**src/hdl/dhs_queue.sv**
```systemverilog
// Small register FIFO between the front and back parts.
// No package dependencies.
`timescale 1ns / 1ps
`default_nettype none

module dhs_queue #(
  parameter int unsigned WIDTH = 8,
  parameter int unsigned DEPTH = 2,
  localparam int unsigned PW   = $clog2(DEPTH),
  localparam int unsigned CW   = $clog2(DEPTH + 1)
) (
  input  wire logic             clk_i,
  input  wire logic             rst_ni,
  input  wire logic             push_i,
  input  wire logic [WIDTH-1:0] data_i,
  output logic                  full_o,
  input  wire logic             pop_i,
  output logic                  valid_o,
  output logic      [WIDTH-1:0] data_o
);

  logic [WIDTH-1:0] mem_q [DEPTH];
  logic [PW-1:0]    wr_ptr_q, wr_ptr_d;
  logic [PW-1:0]    rd_ptr_q, rd_ptr_d;
  logic [CW-1:0]    cnt_q, cnt_d;
  logic             do_push, do_pop;

  assign full_o  = (cnt_q == CW'(DEPTH));
  assign valid_o = (cnt_q != '0);
  assign data_o  = mem_q[rd_ptr_q];
  assign do_push = push_i && !full_o;
  assign do_pop  = pop_i && valid_o;

  always_comb begin
    wr_ptr_d = wr_ptr_q;
    rd_ptr_d = rd_ptr_q;
    cnt_d    = cnt_q;
    if (do_push) begin
      wr_ptr_d = (wr_ptr_q == PW'(DEPTH - 1)) ? '0 : wr_ptr_q + PW'(1);
    end
    if (do_pop) begin
      rd_ptr_d = (rd_ptr_q == PW'(DEPTH - 1)) ? '0 : rd_ptr_q + PW'(1);
    end
    if (do_push && !do_pop) begin
      cnt_d = cnt_q + CW'(1);
    end else if (do_pop && !do_push) begin
      cnt_d = cnt_q - CW'(1);
    end
  end

  always_ff @(posedge clk_i or negedge rst_ni) begin
    if (!rst_ni) begin
      wr_ptr_q <= '0;
      rd_ptr_q <= '0;
      cnt_q    <= '0;
    end else begin
      wr_ptr_q <= wr_ptr_d;
      rd_ptr_q <= rd_ptr_d;
      cnt_q    <= cnt_d;
    end
  end

  always_ff @(posedge clk_i) begin
    if (do_push) begin
      mem_q[wr_ptr_q] <= data_i;
    end
  end

endmodule

`default_nettype wire

```
**config.mk**
```make
export PLATFORM = sky130hd
export DESIGN_NAME = dhs_queue
export DESIGN_NICKNAME = d
export VERILOG_FILES = /design/src/hdl/dhs_queue.sv
export SDC_FILE = /design/constraint.sdc
export NUM_CORES = 1
export LEC_CHECK = 0
export BUFFER_PORTS_ARGS = -buffer_cell sky130_fd_sc_hd__buf_4
export CAP_MARGIN = 15
export CELL_PAD_IN_SITES_DETAIL_PLACEMENT = 0
export CELL_PAD_IN_SITES_GLOBAL_PLACEMENT = 1
export CORE_MARGIN = 3
export CORE_UTILIZATION = 36
export CTS_CLUSTER_DIAMETER = 60
export DETAILED_ROUTE_END_ITERATION = 10
export GPL_ROUTABILITY_DRIVEN = 0
export PLACE_DENSITY_LB_ADDON = 0.08
export SYNTH_ARGS = -nofsm -noshare
export SYNTH_HDL_FRONTEND = slang
export SYNTH_SLANG_ARGS = --single-unit
```
**constraint.sdc**
```tcl
create_clock -name clk_i -period 1.34 [get_ports clk_i]
set_input_delay 0.201 -clock clk_i [delete_from_list [all_inputs] [get_ports clk_i]]
set_output_delay 0.201 -clock clk_i [all_outputs]
set_load 0.05 [all_outputs]
```
==> metrics.md, run 1 <==
| Metric | Value |
|---|---|
| Combinational fraction of design power | `60.1%` |
| Mapped cell area | `786 um2` |
| Worst setup EP type | `primary output` |
| # H-tree levels | `1` |
| Residual DRC | `0` |
| Cell mode on critical path | `buf_6` |
| Drt wl/cell | `11.6 um` |
| Post-route worst setup slack | `-0.185 ns` |
| Final Hold Fails | `0` |
| Slew Limit Fails | `0` |
| Top-count cell post-synth | `edfxtp_1` |
| WL final | `1280 um` |
| DR vias | `476` |
| Post-Syn Instances | `44` |
| Reg-to-reg startpoint | `cnt_q[1]` |
| Fillcell total | `159` |
| Initial antenna violation count | `0` |
| CP required | `1.14 ns` |
| Ys async rst share | `20.0%` |
| Mapped Nets | `57` |
| Hold endpoint | `mem_q[0][1]` |
| Via-to-Cell Ratio | `4.33` |
| Leakage | `0.534 nW` |
| Clock Latency Late Sink | `0.29 ns` |
| Top Ports | `22` |
| Register bit total from synthesis | `20` |
| Seq/Total Area, Yosys | `73.9%` |
| Final hold slack | `0.0874 ns` |
| Port Buffers | `21` |
| Peak VDD IR | `0.00147 V` |
| Cell variety after synth | `14` |
| Skew final | `0.00886 ns` |
| Synth-to-Final Area Change | `56.8%` |
| Setup violators final | `10` |
| NumNets Final | `97` |
| Max_cap viols | `0` |
| Crit-path cells | `buf_6 -> mux2_4 -> buf_6` |
| Row cnt | `16` |
| Worst hold stages | `1` |
| Top cell types by occurrence after synthesis | `edfxtp_1 (16), mux2_1 (8), dfrtp_1 (4)` |
| Crit Path Class | `reg2out` |
| Die H | `52.7 um` |
| Flop pwr share | `31.1%` |
| Yosys top cell area share | `61.1%` |
| Largest net degree at the start of global routing | `12` |
| Grt total ovfl | `0` |
| Post-route ant nets | `0` |
| Failing checks | `negative setup slack` |
| RSZ-0062 raised after global routing | `yes` |
| CTS max path bufs | `2` |
| Dominant synthesized flop cell | `edfxtp_1` |
| CTS buffer count | `3` |
| Area leader, netlist | `edfxtp_1` |
| Critical path peak fanout | `5` |
| Synth Area per Inst | `17.9 um2` |
| Layout cells sized above 1 | `68.7%` |
| TritonRoute pass-1 iters | `2` |
| Die X-Extent | `52.7 um` |
| Power Internal | `1.88 mW` |
| Synth Warn # | `0` |
| Min cycle time layout | `1.53 ns` |
| CTS tree | `built` |
| CP max-delay cell | `dfrtp_2` |
| Worst-path clk slew | `0.11 ns` |
| Final Total Pwr | `3.08 mW` |
| RR Endpoint | `cnt_q[1]` |
| Hold Path Class | `in2reg` |
| Tot GR Track Use | `11.3%` |
| Status | `finished, violations left` |
| CP Data Arrival Time | `1.32 ns` |
| Cell Pwr Density | `2500 nW/um2` |
| Worst R2R Path Depth | `6` |
| Max_slew headroom | `85.5%` |
| HP Start | `data_i[1]` |
| First-pass GRT wire length | `2130 um` |
| Clock power share | `8.8%` |
| Fmax | `656 MHz` |
| Final Util | `61.0%` |
| Ranking of synthesized cells by area | `edfxtp_1 (61%), dfrtp_1 (13%), mux2_1 (11%)` |
| TritonCTS Sinks | `20` |
| Fin crit share | `114%` |
| Reg2Reg Setup Slack | `0 ns` |
| Least-Margin Pin Slew | `0.217 ns` |
| Root buffer cell | `clkbuf_4` |
| Switch Pwr | `1.20 mW` |
| DR iter-0 viols | `1` |
| Total die area | `2780 um2` |
| Placeable core area | `2020 um2` |
| Number of global-route vias before repair | `486` |
| Diode count | `0` |
| Starting density of the core | `38.9%` |
| Sw Share | `38.9%` |
| Startpoint Class | `flip-flop` |
| Post-synth EDFFs | `16` |
| Max stage delay on crit path | `0.43 ns` |
-- worst max-delay path by stage --
stage | startpoint | slack, ns | cells past startpoint | end
2_1_floorplan | cnt_q[1] | -0.06 | 6 | cnt_q[1]
3_3_place_gp | cnt_q[0] | -0.02 | 6 | cnt_q[1]
3_5_place_dp | cnt_q[0] | -0.02 | 7 | cnt_q[1]
4_1_cts | rd_ptr_q | -0.19 | 3 | data_o[7]
5_1_grt | rd_ptr_q | -0.24 | 3 | data_o[2]
6_report | rd_ptr_q | -0.19 | 3 | data_o[7]
-- critical path, delay by kind of cell, from the launching register on --
family / cells / cell delay [ns]
flip-flops: 1 / 0.43
buffers and inverters: 2 / 0.29
multiplexers: 1 / 0.30
-- flip-flops by register name, summed over array words and instances (netlist names) --
signal,count
wr_ptr_q,1
rd_ptr_q,1
mem_q,16
cnt_q,2
-- power groups by stage --
stage,sequential [mW],combinational (mW),clock [mW]
final,0.958,1.85,0.271
after global routing,0.979,1.97,0.319
after CTS,0.950,1.79,0.290
after detailed placement,0.991,1.31,0
after global placement,0.989,1.30,0
after floorplan,0.935,0.928,0
-- layer usage --
| metal | vias to the layer above | wire, um | track usage (%) |
|---|---|---|---|
| met5 | - | 0 | 0 |
| met4 | 0 | 33 | 7.66 |
| met3 | 4 | 58 | 1.71 |
| met2 | 13 | 706 | 19.2 |
| met1 | 225 | 482 | 12.7 |
| li1 | 234 | - | - |
-- cell usage in the layout, fill, tap and decap left out, types with 2 or more instances in the layout --
master / n
xnor2_1: 3
clkbuf_4: 3
buf_4: 23
dfrtp_1: 3
buf_6: 11
edfxtp_1: 16
mux2_4: 8
nand2_4: 2
-- final cells by class --
cell class,count,area (um2),share of cell area [%]
Inverter,2,10.0,0.812
Timing Repair Buffer,36,322,26.1
Clock buffer,3,22.5,1.83
Multi-Input combinational cell,21,259,21.0
Tap cell,27,33.8,2.74
Clock inverter,1,3.75,0.305
Sequential cell,20,582,47.2
-- metrics by stage --
step	instances	TNS (ns)	setup WS (ns)	cell area, um2
floorplan	44	-0.194	-0.0634	786
global placement	98	-0.0201	-0.0201	1020
detailed placement	98	-0.0168	-0.0168	1020
CTS	109	-1.50	-0.192	1200
global route	110	-2.01	-0.236	1230
finish	110	-1.43	-0.185	1230
-- timing repair --
action,CTS,global route
gates resized for setup,27,7
hold buffers,1,0
endpoints found under the hold margin,4,0
pin swaps,6,3
endpoints found under the setup margin,11,27
setup buffers,6,1
-- logic make-up after synthesis --
| group | Yosys count | share of synthesized area [%] |
|---|---|---|
| flops | 20 | 73.9 |
| mux | 8 | 11.5 |
| simple gates | 7 | 5.89 |
| xor+xnor | 5 | 5.57 |
| buf+inv | 3 | 1.59 |
| fa+ha+maj | 1 | 1.59 |
Power figures use the tool's default switching activity.
==> run 2, diff against run 1 <==
- CORE_UTILIZATION: 36 -> 43
- SETUP_SLACK_MARGIN: unset -> 0.1
- clock period: 1.34 -> 1.9 ns (I/O delays scaled with it)
==> run 2 against run 1 <==
Net effect: the flow now finishes without violations; clock skew is 0.0060 ns lower; die area is 15% lower; power is 43% lower; non-clock buffer count is 13 lower; via count is 11% lower; global-route usage is 1.3 points lower; final cell count is 15% lower; register-to-register slack better by 0.47 ns; wire length is 16% lower; core utilization is 2.6 points higher; sequential share of layout area is 9.6 points higher; critical path type unchanged; critical endpoint is now data_o[5]; largest cell class unchanged; largest power group unchanged; highest routed layer unchanged.
==> metrics.md, run 2 (synthesized netlist as in run 1, its figures left out) <==
| Metric | Value |
|---|---|
| CP max-delay cell | `dfrtp_2` |
| Top Ports | `22` |
| Final Total Pwr | `1.76 mW` |
| Max_cap viols | `0` |
| Final Util | `63.5%` |
| Critical path peak fanout | `9` |
| Layout cells sized above 1 | `42.9%` |
| Status | `finished clean` |
| Crit Path Class | `reg2out` |
| Peak VDD IR | `0.000919 V` |
| DR iter-0 viols | `6` |
| Dpl cells | `89` |
| Post-route design area | `1020 um2` |
| CP Data Arrival Time | `1.33 ns` |
| Number of global-route vias before repair | `437` |
| CTS max path bufs | `2` |
| Most frequent cells in the layout | `buf_4 (22), edfxtp_1 (16), mux2_1 (8)` |
| Post-DP HPWL | `818 um` |
| Total die area | `2380 um2` |
| Cell Pwr Density | `1720 nW/um2` |
| Fmax | `618 MHz` |
| Placeable core area | `1610 um2` |
| Via-to-Cell Ratio | `4.51` |
| Diode count | `0` |
| RSZ-0062 raised after global routing | `no` |
| Postcts setup bufs | `0` |
| Die X-Extent | `48.7 um` |
| CP required | `1.62 ns` |
| Setup violators final | `0` |
| Max_slew headroom | `74.3%` |
| Min cycle time layout | `1.62 ns` |
| Setup_tns | `0 ns` |
| Commonest non-fill, non-tap cell in the layout | `buf_4` |
| Initial antenna violation count | `0` |
| Hold Path Class | `in2reg` |
| Clock Latency Late Sink | `0.29 ns` |
| Crit-path cells | `mux2_1 -> buf_4` |
| DR vias | `424` |
| CTS buffer count | `3` |
| Post-route ant nets | `0` |
| Starting density of the core | `48.8%` |
| NumNets Final | `84` |
| Least-Margin Pin Slew | `0.386 ns` |
| Tot GR Track Use | `9.93%` |
| CTS tree | `built` |
| Max stage delay on crit path | `0.50 ns` |
| Residual DRC | `0` |
| Worst setup EP type | `primary output` |
| Row cnt | `14` |
| First-pass GRT wire length | `1740 um` |
| Skew final | `0.00289 ns` |
| Final Non-Filler Cells | `94` |
| Worst-path clk slew | `0.10 ns` |
| Port Buffers | `21` |
| Reg2Reg Setup Slack | `0.47 ns` |
| Drt wl/cell | `11.5 um` |
| Startpoint Class | `flip-flop` |
| WL final | `1080 um` |
| # H-tree levels | `1` |
| Top Registers | `mem_q: 16 flops, cnt_q: 2 flops` |
| Grt total ovfl | `0` |
| Largest net degree at the start of global routing | `12` |
| DP Area | `976 um2` |
| Root buffer cell | `clkbuf_4` |
| Synth-to-Final Area Change | `30.3%` |
| Fin crit share | `85.1%` |
| Leakage | `0.421 nW` |
| TritonCTS Sinks | `20` |
| Final Hold Fails | `0` |
| Fillcell total | `133` |
| Max FFs per register | `16` |
| Die H | `48.7 um` |
| TritonRoute pass-1 iters | `2` |
| Biggest register | `mem_q` |
| Slew Limit Fails | `0` |
==> run 2: changes by cell type in the layout (fill, tap and decap cells not counted), moves of 2 or more <==
cell    previous run  this run
buf_6             11         0
mux2_4             8         0
inv_1              0         2
mux2_1             0         8
==> run 2: path summary, 6_finish.rpt <==
| check | startpoint | endpoint | cells past startpoint |
|---|---|---|---|
| min in group asynchronous | rst_ni | cnt_q[0] | 2 |
| setup / recovery | rd_ptr_q | data_o[5] | 2 |
| setup reg to reg | cnt_q[0] | cnt_q[1] | 6 |
| hold reg to reg | cnt_q[1] | cnt_q[1] | 1 |
| hold / removal | data_i[0] | mem_q[0][0] | 1 |
| max in group asynchronous | rst_ni | rd_ptr_q | 2 |
==> run 2: metal layers <==
| layer | global-route usage (%) | up-vias | routed length [um] |
|---|---|---|---|
| met4 | 5.69 | 0 | 6 |
| met5 | 0 | - | 0 |
| li1 | - | 209 | - |
| met3 | 3.37 | 2 | 82 |
| met1 | 10.6 | 200 | 431 |
| met2 | 17.0 | 13 | 558 |
==> run 2: report_power, final <==
part	internal [mW]	switching (mW)	total [mW]	leakage (nW)
Combinational	0.300	0.531	0.831	0.206
Clock	0.117	0.113	0.230	0.0210
Sequential	0.615	0.0823	0.697	0.194
Total	1.03	0.727	1.76	0.421
==> run 2: critical path, delay by kind of cell (launching register included) <==
family,cells,cell delay (ns)
DFF,1,0.50
muxes,1,0.35
buffers and inverters,1,0.19
==> run 2: area by class of cell <==
type,count,area [um2],area share [%]
Clock buffer,4,36.3,3.55
Inverter,2,7.51,0.733
Multi-Input combinational cell,21,193,18.8
Sequential cell,20,582,56.8
Tap cell,24,30.0,2.93
Timing Repair Buffer,23,175,17.1
==> run 2: through the flow <==
step	hold slack (ns)	setup WS, ns
2_1_floorplan	-0.0106	0.497
3_3_place_gp	0.0855	0.474
3_5_place_dp	0.0847	0.475
4_1_cts	0.162	0.132
5_1_grt	0.151	0.199
6_report	0.176	0.283
==> run 2: timing repair <==
| action | CTS | global route |
|---|---|---|
| hold endpoints to repair | 4 | 0 |
| endpoints found under the setup margin | 0 | 8 |
| hold buffers | 1 | 0 |
| gates resized for setup | 0 | 1 |
