$ cat src/hdl/dhs_pkg.sv
// Shared types and constants for the double-hashing set core.
// No dependencies; dhs_front, dhs_back and the top level refer to it by scoped names.
`timescale 1ns / 1ps
`default_nettype none

package dhs_pkg;

  localparam int unsigned KEY_W     = 28;
  localparam int unsigned LIMIT_W   = 21;
  localparam int unsigned LEN_W     = 4;
  localparam int unsigned LETTERS_W = 24;

  localparam logic [LIMIT_W-1:0] PROBE_LIMIT_RST = 21'd1048576;

  localparam logic MODE_INSERT = 1'b0;
  localparam logic MODE_FIND   = 1'b1;

  localparam int unsigned QUEUE_DEPTH = 2;

  typedef enum logic [2:0] {
    F_IDLE,
    F_GROUP,
    F_TOTAL,
    F_MOD,
    F_PUSH
  } front_state_e;

  typedef enum logic [1:0] {
    B_CLEAR,
    B_IDLE,
    B_READ,
    B_CHECK
  } back_state_e;

  typedef struct packed {
    logic present;
    logic stored;
    logic overflow;
  } result_t;

endpackage

`default_nettype wire

$ cat src/hdl/dhs_front.sv
// Front part: takes an item, forms the base-5 key and both residues.
// Depends on dhs_pkg.
`timescale 1ns / 1ps
`default_nettype none

module dhs_front #(
  parameter int unsigned TABLE_SIZE  = 1048576,
  parameter int unsigned MAX_LETTERS = 12,
  localparam int unsigned AW         = (TABLE_SIZE > 1) ? $clog2(TABLE_SIZE) : 1
) (
  input  wire logic                            clk_i,
  input  wire logic                            rst_ni,
  input  wire logic                            accept_i,
  input  wire logic                            mode_i,
  input  wire logic [dhs_pkg::LEN_W-1:0]       word_length_i,
  input  wire logic [dhs_pkg::LETTERS_W-1:0]   letters_i,
  output logic                                 busy_o,
  output logic                                 job_valid_o,
  input  wire logic                            job_ready_i,
  output logic                                 job_mode_o,
  output logic      [dhs_pkg::KEY_W-1:0]       job_key_o,
  output logic      [AW-1:0]                   job_slot_o,
  output logic      [AW-1:0]                   job_stride_o
);

  localparam int unsigned KW        = dhs_pkg::KEY_W;
  localparam int unsigned MW        = KW + 1;
  localparam int unsigned PW        = KW + MW;
  localparam int unsigned SW        = 2;
  localparam int unsigned MOD_STEPS = 3;
  localparam int unsigned NGRP      = 3;
  localparam int unsigned GRP       = 4;
  localparam int unsigned DIV_A     = TABLE_SIZE;
  localparam int unsigned DIV_B     = TABLE_SIZE - 1;
  localparam int unsigned SH_A      = KW + $clog2(DIV_A);
  localparam int unsigned SH_B      = KW + $clog2(DIV_B);
  localparam logic [MW-1:0] RECIP_A = MW'((64'd1 << SH_A) / 64'(DIV_A));
  localparam logic [MW-1:0] RECIP_B = MW'((64'd1 << SH_B) / 64'(DIV_B));
  localparam logic [dhs_pkg::LEN_W-1:0] LEN_MAX = dhs_pkg::LEN_W'(MAX_LETTERS);

  function automatic logic [KW-1:0] pow5(input int unsigned j);
    logic [KW-1:0] w;
    w = KW'(1);
    for (int unsigned i = 0; i < j; i++) begin
      w = w * KW'(5);
    end
    return w;
  endfunction

  dhs_pkg::front_state_e state_q, state_d;
  logic [SW-1:0]         step_q, step_d;

  logic                             mode_q;
  logic [dhs_pkg::LEN_W-1:0]        len_q, len_sat;
  logic [dhs_pkg::LETTERS_W-1:0]    letters_q;
  logic [KW-1:0]                    grp_q [NGRP];
  logic [KW-1:0]                    grp_sum [NGRP];
  logic [KW-1:0]                    key_q, key_sum;
  logic [PW-1:0]                    prod_a, prod_b;
  logic [KW-1:0]                    quo_a, quo_b, q_a_q, q_b_q;
  logic [KW-1:0]                    rem_a_q, rem_b_q, rem_a_est, rem_b_est;
  logic [KW-1:0]                    rem_a_fix, rem_b_fix;

  always_comb begin
    if (word_length_i == '0) begin
      len_sat = dhs_pkg::LEN_W'(1);
    end else if (word_length_i > LEN_MAX) begin
      len_sat = LEN_MAX;
    end else begin
      len_sat = word_length_i;
    end
  end

  // Letter j weighs (code + 1) * 5^j; letters past the word length count nothing.
  always_comb begin
    int unsigned j;
    logic [1:0]  code;
    for (int unsigned g = 0; g < NGRP; g++) begin
      grp_sum[g] = '0;
      for (int unsigned l = 0; l < GRP; l++) begin
        j    = g * GRP + l;
        code = letters_q[2*j +: 2];
        if (dhs_pkg::LEN_W'(j) < len_q) begin
          grp_sum[g] = grp_sum[g] + pow5(j) * KW'(code) + pow5(j);
        end
      end
    end
  end

  assign key_sum = grp_q[0] + grp_q[1] + grp_q[2];

  // The reciprocal quotient falls short by at most one, so one
  // compare-and-subtract finishes each residue.
  assign prod_a    = {{MW{1'b0}}, key_q} * {{KW{1'b0}}, RECIP_A};
  assign prod_b    = {{MW{1'b0}}, key_q} * {{KW{1'b0}}, RECIP_B};
  assign quo_a     = KW'(prod_a >> SH_A);
  assign quo_b     = KW'(prod_b >> SH_B);
  assign rem_a_est = key_q - q_a_q * KW'(DIV_A);
  assign rem_b_est = key_q - q_b_q * KW'(DIV_B);
  assign rem_a_fix = (rem_a_q >= KW'(DIV_A)) ? rem_a_q - KW'(DIV_A) : rem_a_q;
  assign rem_b_fix = (rem_b_q >= KW'(DIV_B)) ? rem_b_q - KW'(DIV_B) : rem_b_q;

  always_comb begin
    state_d = state_q;
    step_d  = step_q;
    unique case (state_q)
      dhs_pkg::F_IDLE: begin
        if (accept_i) begin
          state_d = dhs_pkg::F_GROUP;
        end
      end
      dhs_pkg::F_GROUP: begin
        state_d = dhs_pkg::F_TOTAL;
      end
      dhs_pkg::F_TOTAL: begin
        state_d = dhs_pkg::F_MOD;
        step_d  = '0;
      end
      dhs_pkg::F_MOD: begin
        step_d = step_q + SW'(1);
        if (step_q == SW'(MOD_STEPS - 1)) begin
          state_d = dhs_pkg::F_PUSH;
        end
      end
      dhs_pkg::F_PUSH: begin
        if (job_ready_i) begin
          state_d = dhs_pkg::F_IDLE;
        end
      end
      default: begin
        state_d = dhs_pkg::F_IDLE;
      end
    endcase
  end

  always_comb begin
    busy_o      = 1'b1;
    job_valid_o = 1'b0;
    unique case (state_q)
      dhs_pkg::F_IDLE: busy_o      = 1'b0;
      dhs_pkg::F_PUSH: job_valid_o = 1'b1;
      default: ;
    endcase
  end

  always_ff @(posedge clk_i or negedge rst_ni) begin
    if (!rst_ni) begin
      state_q <= dhs_pkg::F_IDLE;
      step_q  <= '0;
    end else begin
      state_q <= state_d;
      step_q  <= step_d;
    end
  end

  always_ff @(posedge clk_i) begin
    unique case (state_q)
      dhs_pkg::F_IDLE: begin
        if (accept_i) begin
          mode_q    <= mode_i;
          len_q     <= len_sat;
          letters_q <= letters_i;
        end
      end
      dhs_pkg::F_GROUP: begin
        for (int unsigned g = 0; g < NGRP; g++) begin
          grp_q[g] <= grp_sum[g];
        end
      end
      dhs_pkg::F_TOTAL: begin
        key_q <= key_sum;
      end
      dhs_pkg::F_MOD: begin
        if (step_q == '0) begin
          q_a_q <= quo_a;
          q_b_q <= quo_b;
        end else if (step_q == SW'(1)) begin
          rem_a_q <= rem_a_est;
          rem_b_q <= rem_b_est;
        end else begin
          rem_a_q <= rem_a_fix;
          rem_b_q <= rem_b_fix;
        end
      end
      default: ;
    endcase
  end

  assign job_mode_o   = mode_q;
  assign job_key_o    = key_q;
  assign job_slot_o   = rem_a_q[AW-1:0];
  assign job_stride_o = rem_b_q[AW-1:0] + AW'(1);

endmodule

`default_nettype wire

$ cat config.mk
export PLATFORM = sky130hd
export DESIGN_NAME = dhs_front
export DESIGN_NICKNAME = d
export VERILOG_FILES = /design/src/hdl/dhs_pkg.sv /design/src/hdl/dhs_front.sv
export SDC_FILE = /design/constraint.sdc
export NUM_CORES = 1
export LEC_CHECK = 0
export CAP_MARGIN = 20
export CORE_MARGIN = 4
export CORE_UTILIZATION = 60
export CTS_BUF_LIST = sky130_fd_sc_hd__clkbuf_4 sky130_fd_sc_hd__clkbuf_8 sky130_fd_sc_hd__clkbuf_16
export CTS_CLUSTER_DIAMETER = 30
export DETAILED_ROUTE_END_ITERATION = 12
export DONT_BUFFER_PORTS = 1
export PLACE_DENSITY = 0.84
export SLEW_MARGIN = 15
export SYNTH_ARGS = -nofsm -noshare
export SYNTH_HDL_FRONTEND = slang
export SYNTH_SLANG_ARGS = --single-unit
$ cat constraint.sdc
create_clock -name clk_i -period 16.6 [get_ports clk_i]
set_clock_uncertainty 0.1 [all_clocks]
set_input_delay 3.32 -clock clk_i [delete_from_list [all_inputs] [get_ports clk_i]]
set_output_delay 3.32 -clock clk_i [all_outputs]
set_load 0.05 [all_outputs]
==> results summary <==
The post-synthesis mux area share is 0.0258. TritonCTS built the clock tree. By area, the combinational part of the netlist is dominated by adder cells. The share of Yosys cell area claimed by the top area cell type came out at 0.251. The final weighted congestion in routability-driven placement is 0.938. The average detailed-routed wire length per instance came out at around 19 microns. On the worst path, the slowest cell contributes a delay of 0.56 ns. The remaining design rule violation count is 0. The cell taking the most area after synthesis is sky130_fd_sc_hd__edfxtp_1. The minimum clock period is 9.26 ns.

Post-CTS repair changed the size of 0 cells. Across the run, the number of max-cap violations was 0. The number of buffers inserted during clock tree synthesis is 17. The worst setup path is captured at a flop. Grouping stages by cell kind, the critical path spends the most delay in compound AO/OA/AOI/OAI gates. In this run the worst path has a maximum fanout of 13. The number of hold-slack violations in the final timing report is 0. The floorplan step defined a die boundary enclosing 40600 sq um. Of the cells placed in the final design, the portion with a size suffix greater than 1 is 0.0567. After synthesis the cells add up to 22500 sq um. The worst endpoint required time came out at 16.73 ns. The final max-slew violation count is 0.

The complex-gate fraction of the synthesized area is 0.139. The count of endpoints failing setup in the final report came out at 0. The largest net degree at the start of global routing is 86. During placement, the flow inserted port buffers numbering 0. The core region area is 36800 sq um.

Of the synthesized area, sequential elements account for 0.257. In this run the deepest clock path goes through 2 buffers. The count of hold buffers inserted by post-cts repair came out at 0.

The total congestion overflow is 0. The number of buffers and inverters on the critical path is 1. The die is 202 microns wide. The commonest cells after synthesis are 395 x sky130_fd_sc_hd__ha_1, 230 x sky130_fd_sc_hd__inv_1, 188 x sky130_fd_sc_hd__edfxtp_1. The cell repeated most along the worst path is sky130_fd_sc_hd__ha_1. The number of DRC violations after detailed-routing iteration 0 is 1020. The area growth from synthesis to layout is 4.06%.

The initial antenna violation count came out at 0. The total of warnings raised by yosys came out at 0. The actual transition at the worst max-transition pin came out at 1.14 ns. The mean instance size in the synthesized netlist came out at 9.56 sq um.

The number of flip-flops and latches in the synthesized netlist came out at 193. The clock transition time at the flip-flop clock pins of the worst setup and hold paths came out at about 0.09 ns. The number of setup buffers added after CTS is 0. The global-route wire length before repair is roughly 86000 microns. The first detailed-routing pass ran for 7 iterations.

The share of synthesized flip-flops with an asynchronous set or reset is 0.0259. The post-DP HPWL is 42300 microns. Dividing the final minimum period by the clock period gives 0.558. STA puts the critical path data arrival time at 9.39 ns. The count of mapped cells out of synthesis came out at 2350. For this configuration, the core starts out at a cell density of 0.611. The via total after detailed routing is 16802. The post-synthesis share of cell area spent on xor and xnor gates is 0.0869. Setup repair after global routing left no endpoint under its margin. The adder-cell share of the synthesized area is 0.309. The number of enable flip-flop cells after synthesis is 188. The flow ran to the end, and the final reports show no timing, DRC or antenna violations. The via count of the first global-routing pass is 17060. The maximum level of the CTS H-tree came out at 4. The die is roughly 200 microns tall. The layout has 2852 filler cells. The final net count came out at 2843. The placement row count is 70. Among all cell types in the netlist, the one instantiated most often is sky130_fd_sc_hd__ha_1. In the post-synthesis netlist, the biggest area contributors are sky130_fd_sc_hd__edfxtp_1 25%, sky130_fd_sc_hd__ha_1 22%, sky130_fd_sc_hd__fa_1 8.9%. Of the total synthesized cell area, the portion taken by AND, OR, NAND and NOR gates is 0.123.

In this run the worst hold path is classified as reg -> reg. The clock net in this run drives a total of 193 sinks. The distinct cell type count of the synthesized netlist is 73. The count of nets left with antenna violations once routing finished came out at 0. In this run the count of I/O pins placed on the die edge is ~100. The worst setup path is launched from a flop. For this design, the slowest cell found on the critical path is sky130_fd_sc_hd__o21ai_0.

The dominant synthesized flop cell is sky130_fd_sc_hd__edfxtp_1. For the final routed database, the setup TNS stands at 0 ns. The critical path is of the reg -> reg type. The insertion delay to the later sink of the worst-skew pair came out at approximately 0.46 ns. The relative slew slack is 0.232. After detailed routing, the number of vias per cell comes to 6.01.

The clock root buffer is sky130_fd_sc_hd__clkbuf_16. Derived from the worst setup path, the maximum achievable clock frequency is between 0.1 and 0.15 GHz. Wires add up to 52800 microns.

Synthesis produced a netlist with a net count of 2878. In the global route stage, overall resource usage came out at 0.258.
[stage by stage]
stage	utilization	area, sq um	hold slack (ns)	setup slack, ns	std cells
after global routing	0.636	23400	0.464	6.77	2796
after floorplan	-	22500	0.383	7.71	2350
after global placement	0.619	22800	0.410	7.55	2755
after CTS	0.635	23400	0.446	7.33	2793
after detailed placement	0.619	22800	0.437	7.32	2761
final	0.636	23400	0.456	7.34	2797
[area by class of cell]
type	instances	area [sq um]	share of cell area
Antenna cell	1	2.50	0.000107
Clock buffer	18	433	0.0185
Clock inverter	14	146	0.00626
Inverter	230	863	0.0369
Multi-Input combinational cell	1845	15400	0.658
Sequential cell	193	5770	0.247
Tap cell	468	586	0.0250
Timing Repair Buffer	28	191	0.00819
[cell usage in the layout (no fill, tap or decap), drive strengths merged, types with 7 or more instances in the layout]
| master | count |
|---|---|
| buf | 26 |
| o211ai | 7 |
| a31oi | 12 |
| a21o | 53 |
| mux2i | 19 |
| clkinv | 7 |
| a211oi | 18 |
| a21boi | 8 |
| clkbuf | 20 |
| edfxtp | 188 |
| mux2 | 34 |
| inv | 235 |
| o21ai | 125 |
| nor3 | 41 |
| o31ai | 14 |
| o22ai | 9 |
| and3 | 25 |
| xor2 | 67 |
| nor2b | 30 |
| xnor2 | 156 |
| o21a | 26 |
| nand4 | 12 |
| nor2 | 172 |
| and2 | 42 |
| nand2b | 19 |
| a21oi | 170 |
| nand2 | 128 |
| o21bai | 18 |
| or2 | 19 |
| nor4 | 10 |
| ha | 395 |
| nand3 | 47 |
| fa | 100 |
| or3 | 15 |
[flip-flops by register name (all words and copies together) (netlist names)]
register	flops
q_a_q	8
job_mode_o	1
rem_a_q	28
q_b_q	9
state_q	3
letters_q	24
step_q	2
job_key_o	28
grp_q	58
rem_b_q	28
len_q	4
[path summary, 6_finish.rpt]
| check | start | endpoint | slack [ns] | depth (start not counted) |
|---|---|---|---|---|
| worst max-delay path | len_q[2] | grp_q[0][81] | 7.34 | 34 |
| worst min-delay path | step_q[0] | step_q[0] | 0.46 | 1 |
| worst max register to register | len_q[2] | grp_q[0][81] | 7.34 | 34 |
| worst min register to register | step_q[0] | step_q[0] | 0.46 | 1 |
| max in group asynchronous | rst_ni | state_q[1] | 13.87 | 0 |
| min in group asynchronous | rst_ni | state_q[2] | 2.45 | 0 |
[cell families (layout without fill, tap and decap cells)]
logic type	count (synthesis)	in the layout
AND/OR/NAND/NOR	571	571
AO/OA/AOI/OAI	503	503
adder cells (fa/ha/maj)	495	495
buffers and inverters	312	290
XOR/XNOR	223	223
flip-flops	193	193
multiplexers	53	53
other	0	1
[layer usage]
metal | vias to the layer above | GRT usage | wire, microns
met2 | 490 | 0.464 | 26500
met4 | 0 | 0.110 | 2430
met1 | 8022 | 0.306 | 21500
met5 | - | 0 | 0
met3 | 122 | 0.0387 | 2410
li1 | 8168 | - | -
Power is left out: the tool's default activity adds up to more than one toggle a clock period on the data nets, which glitch-free logic cannot reach.
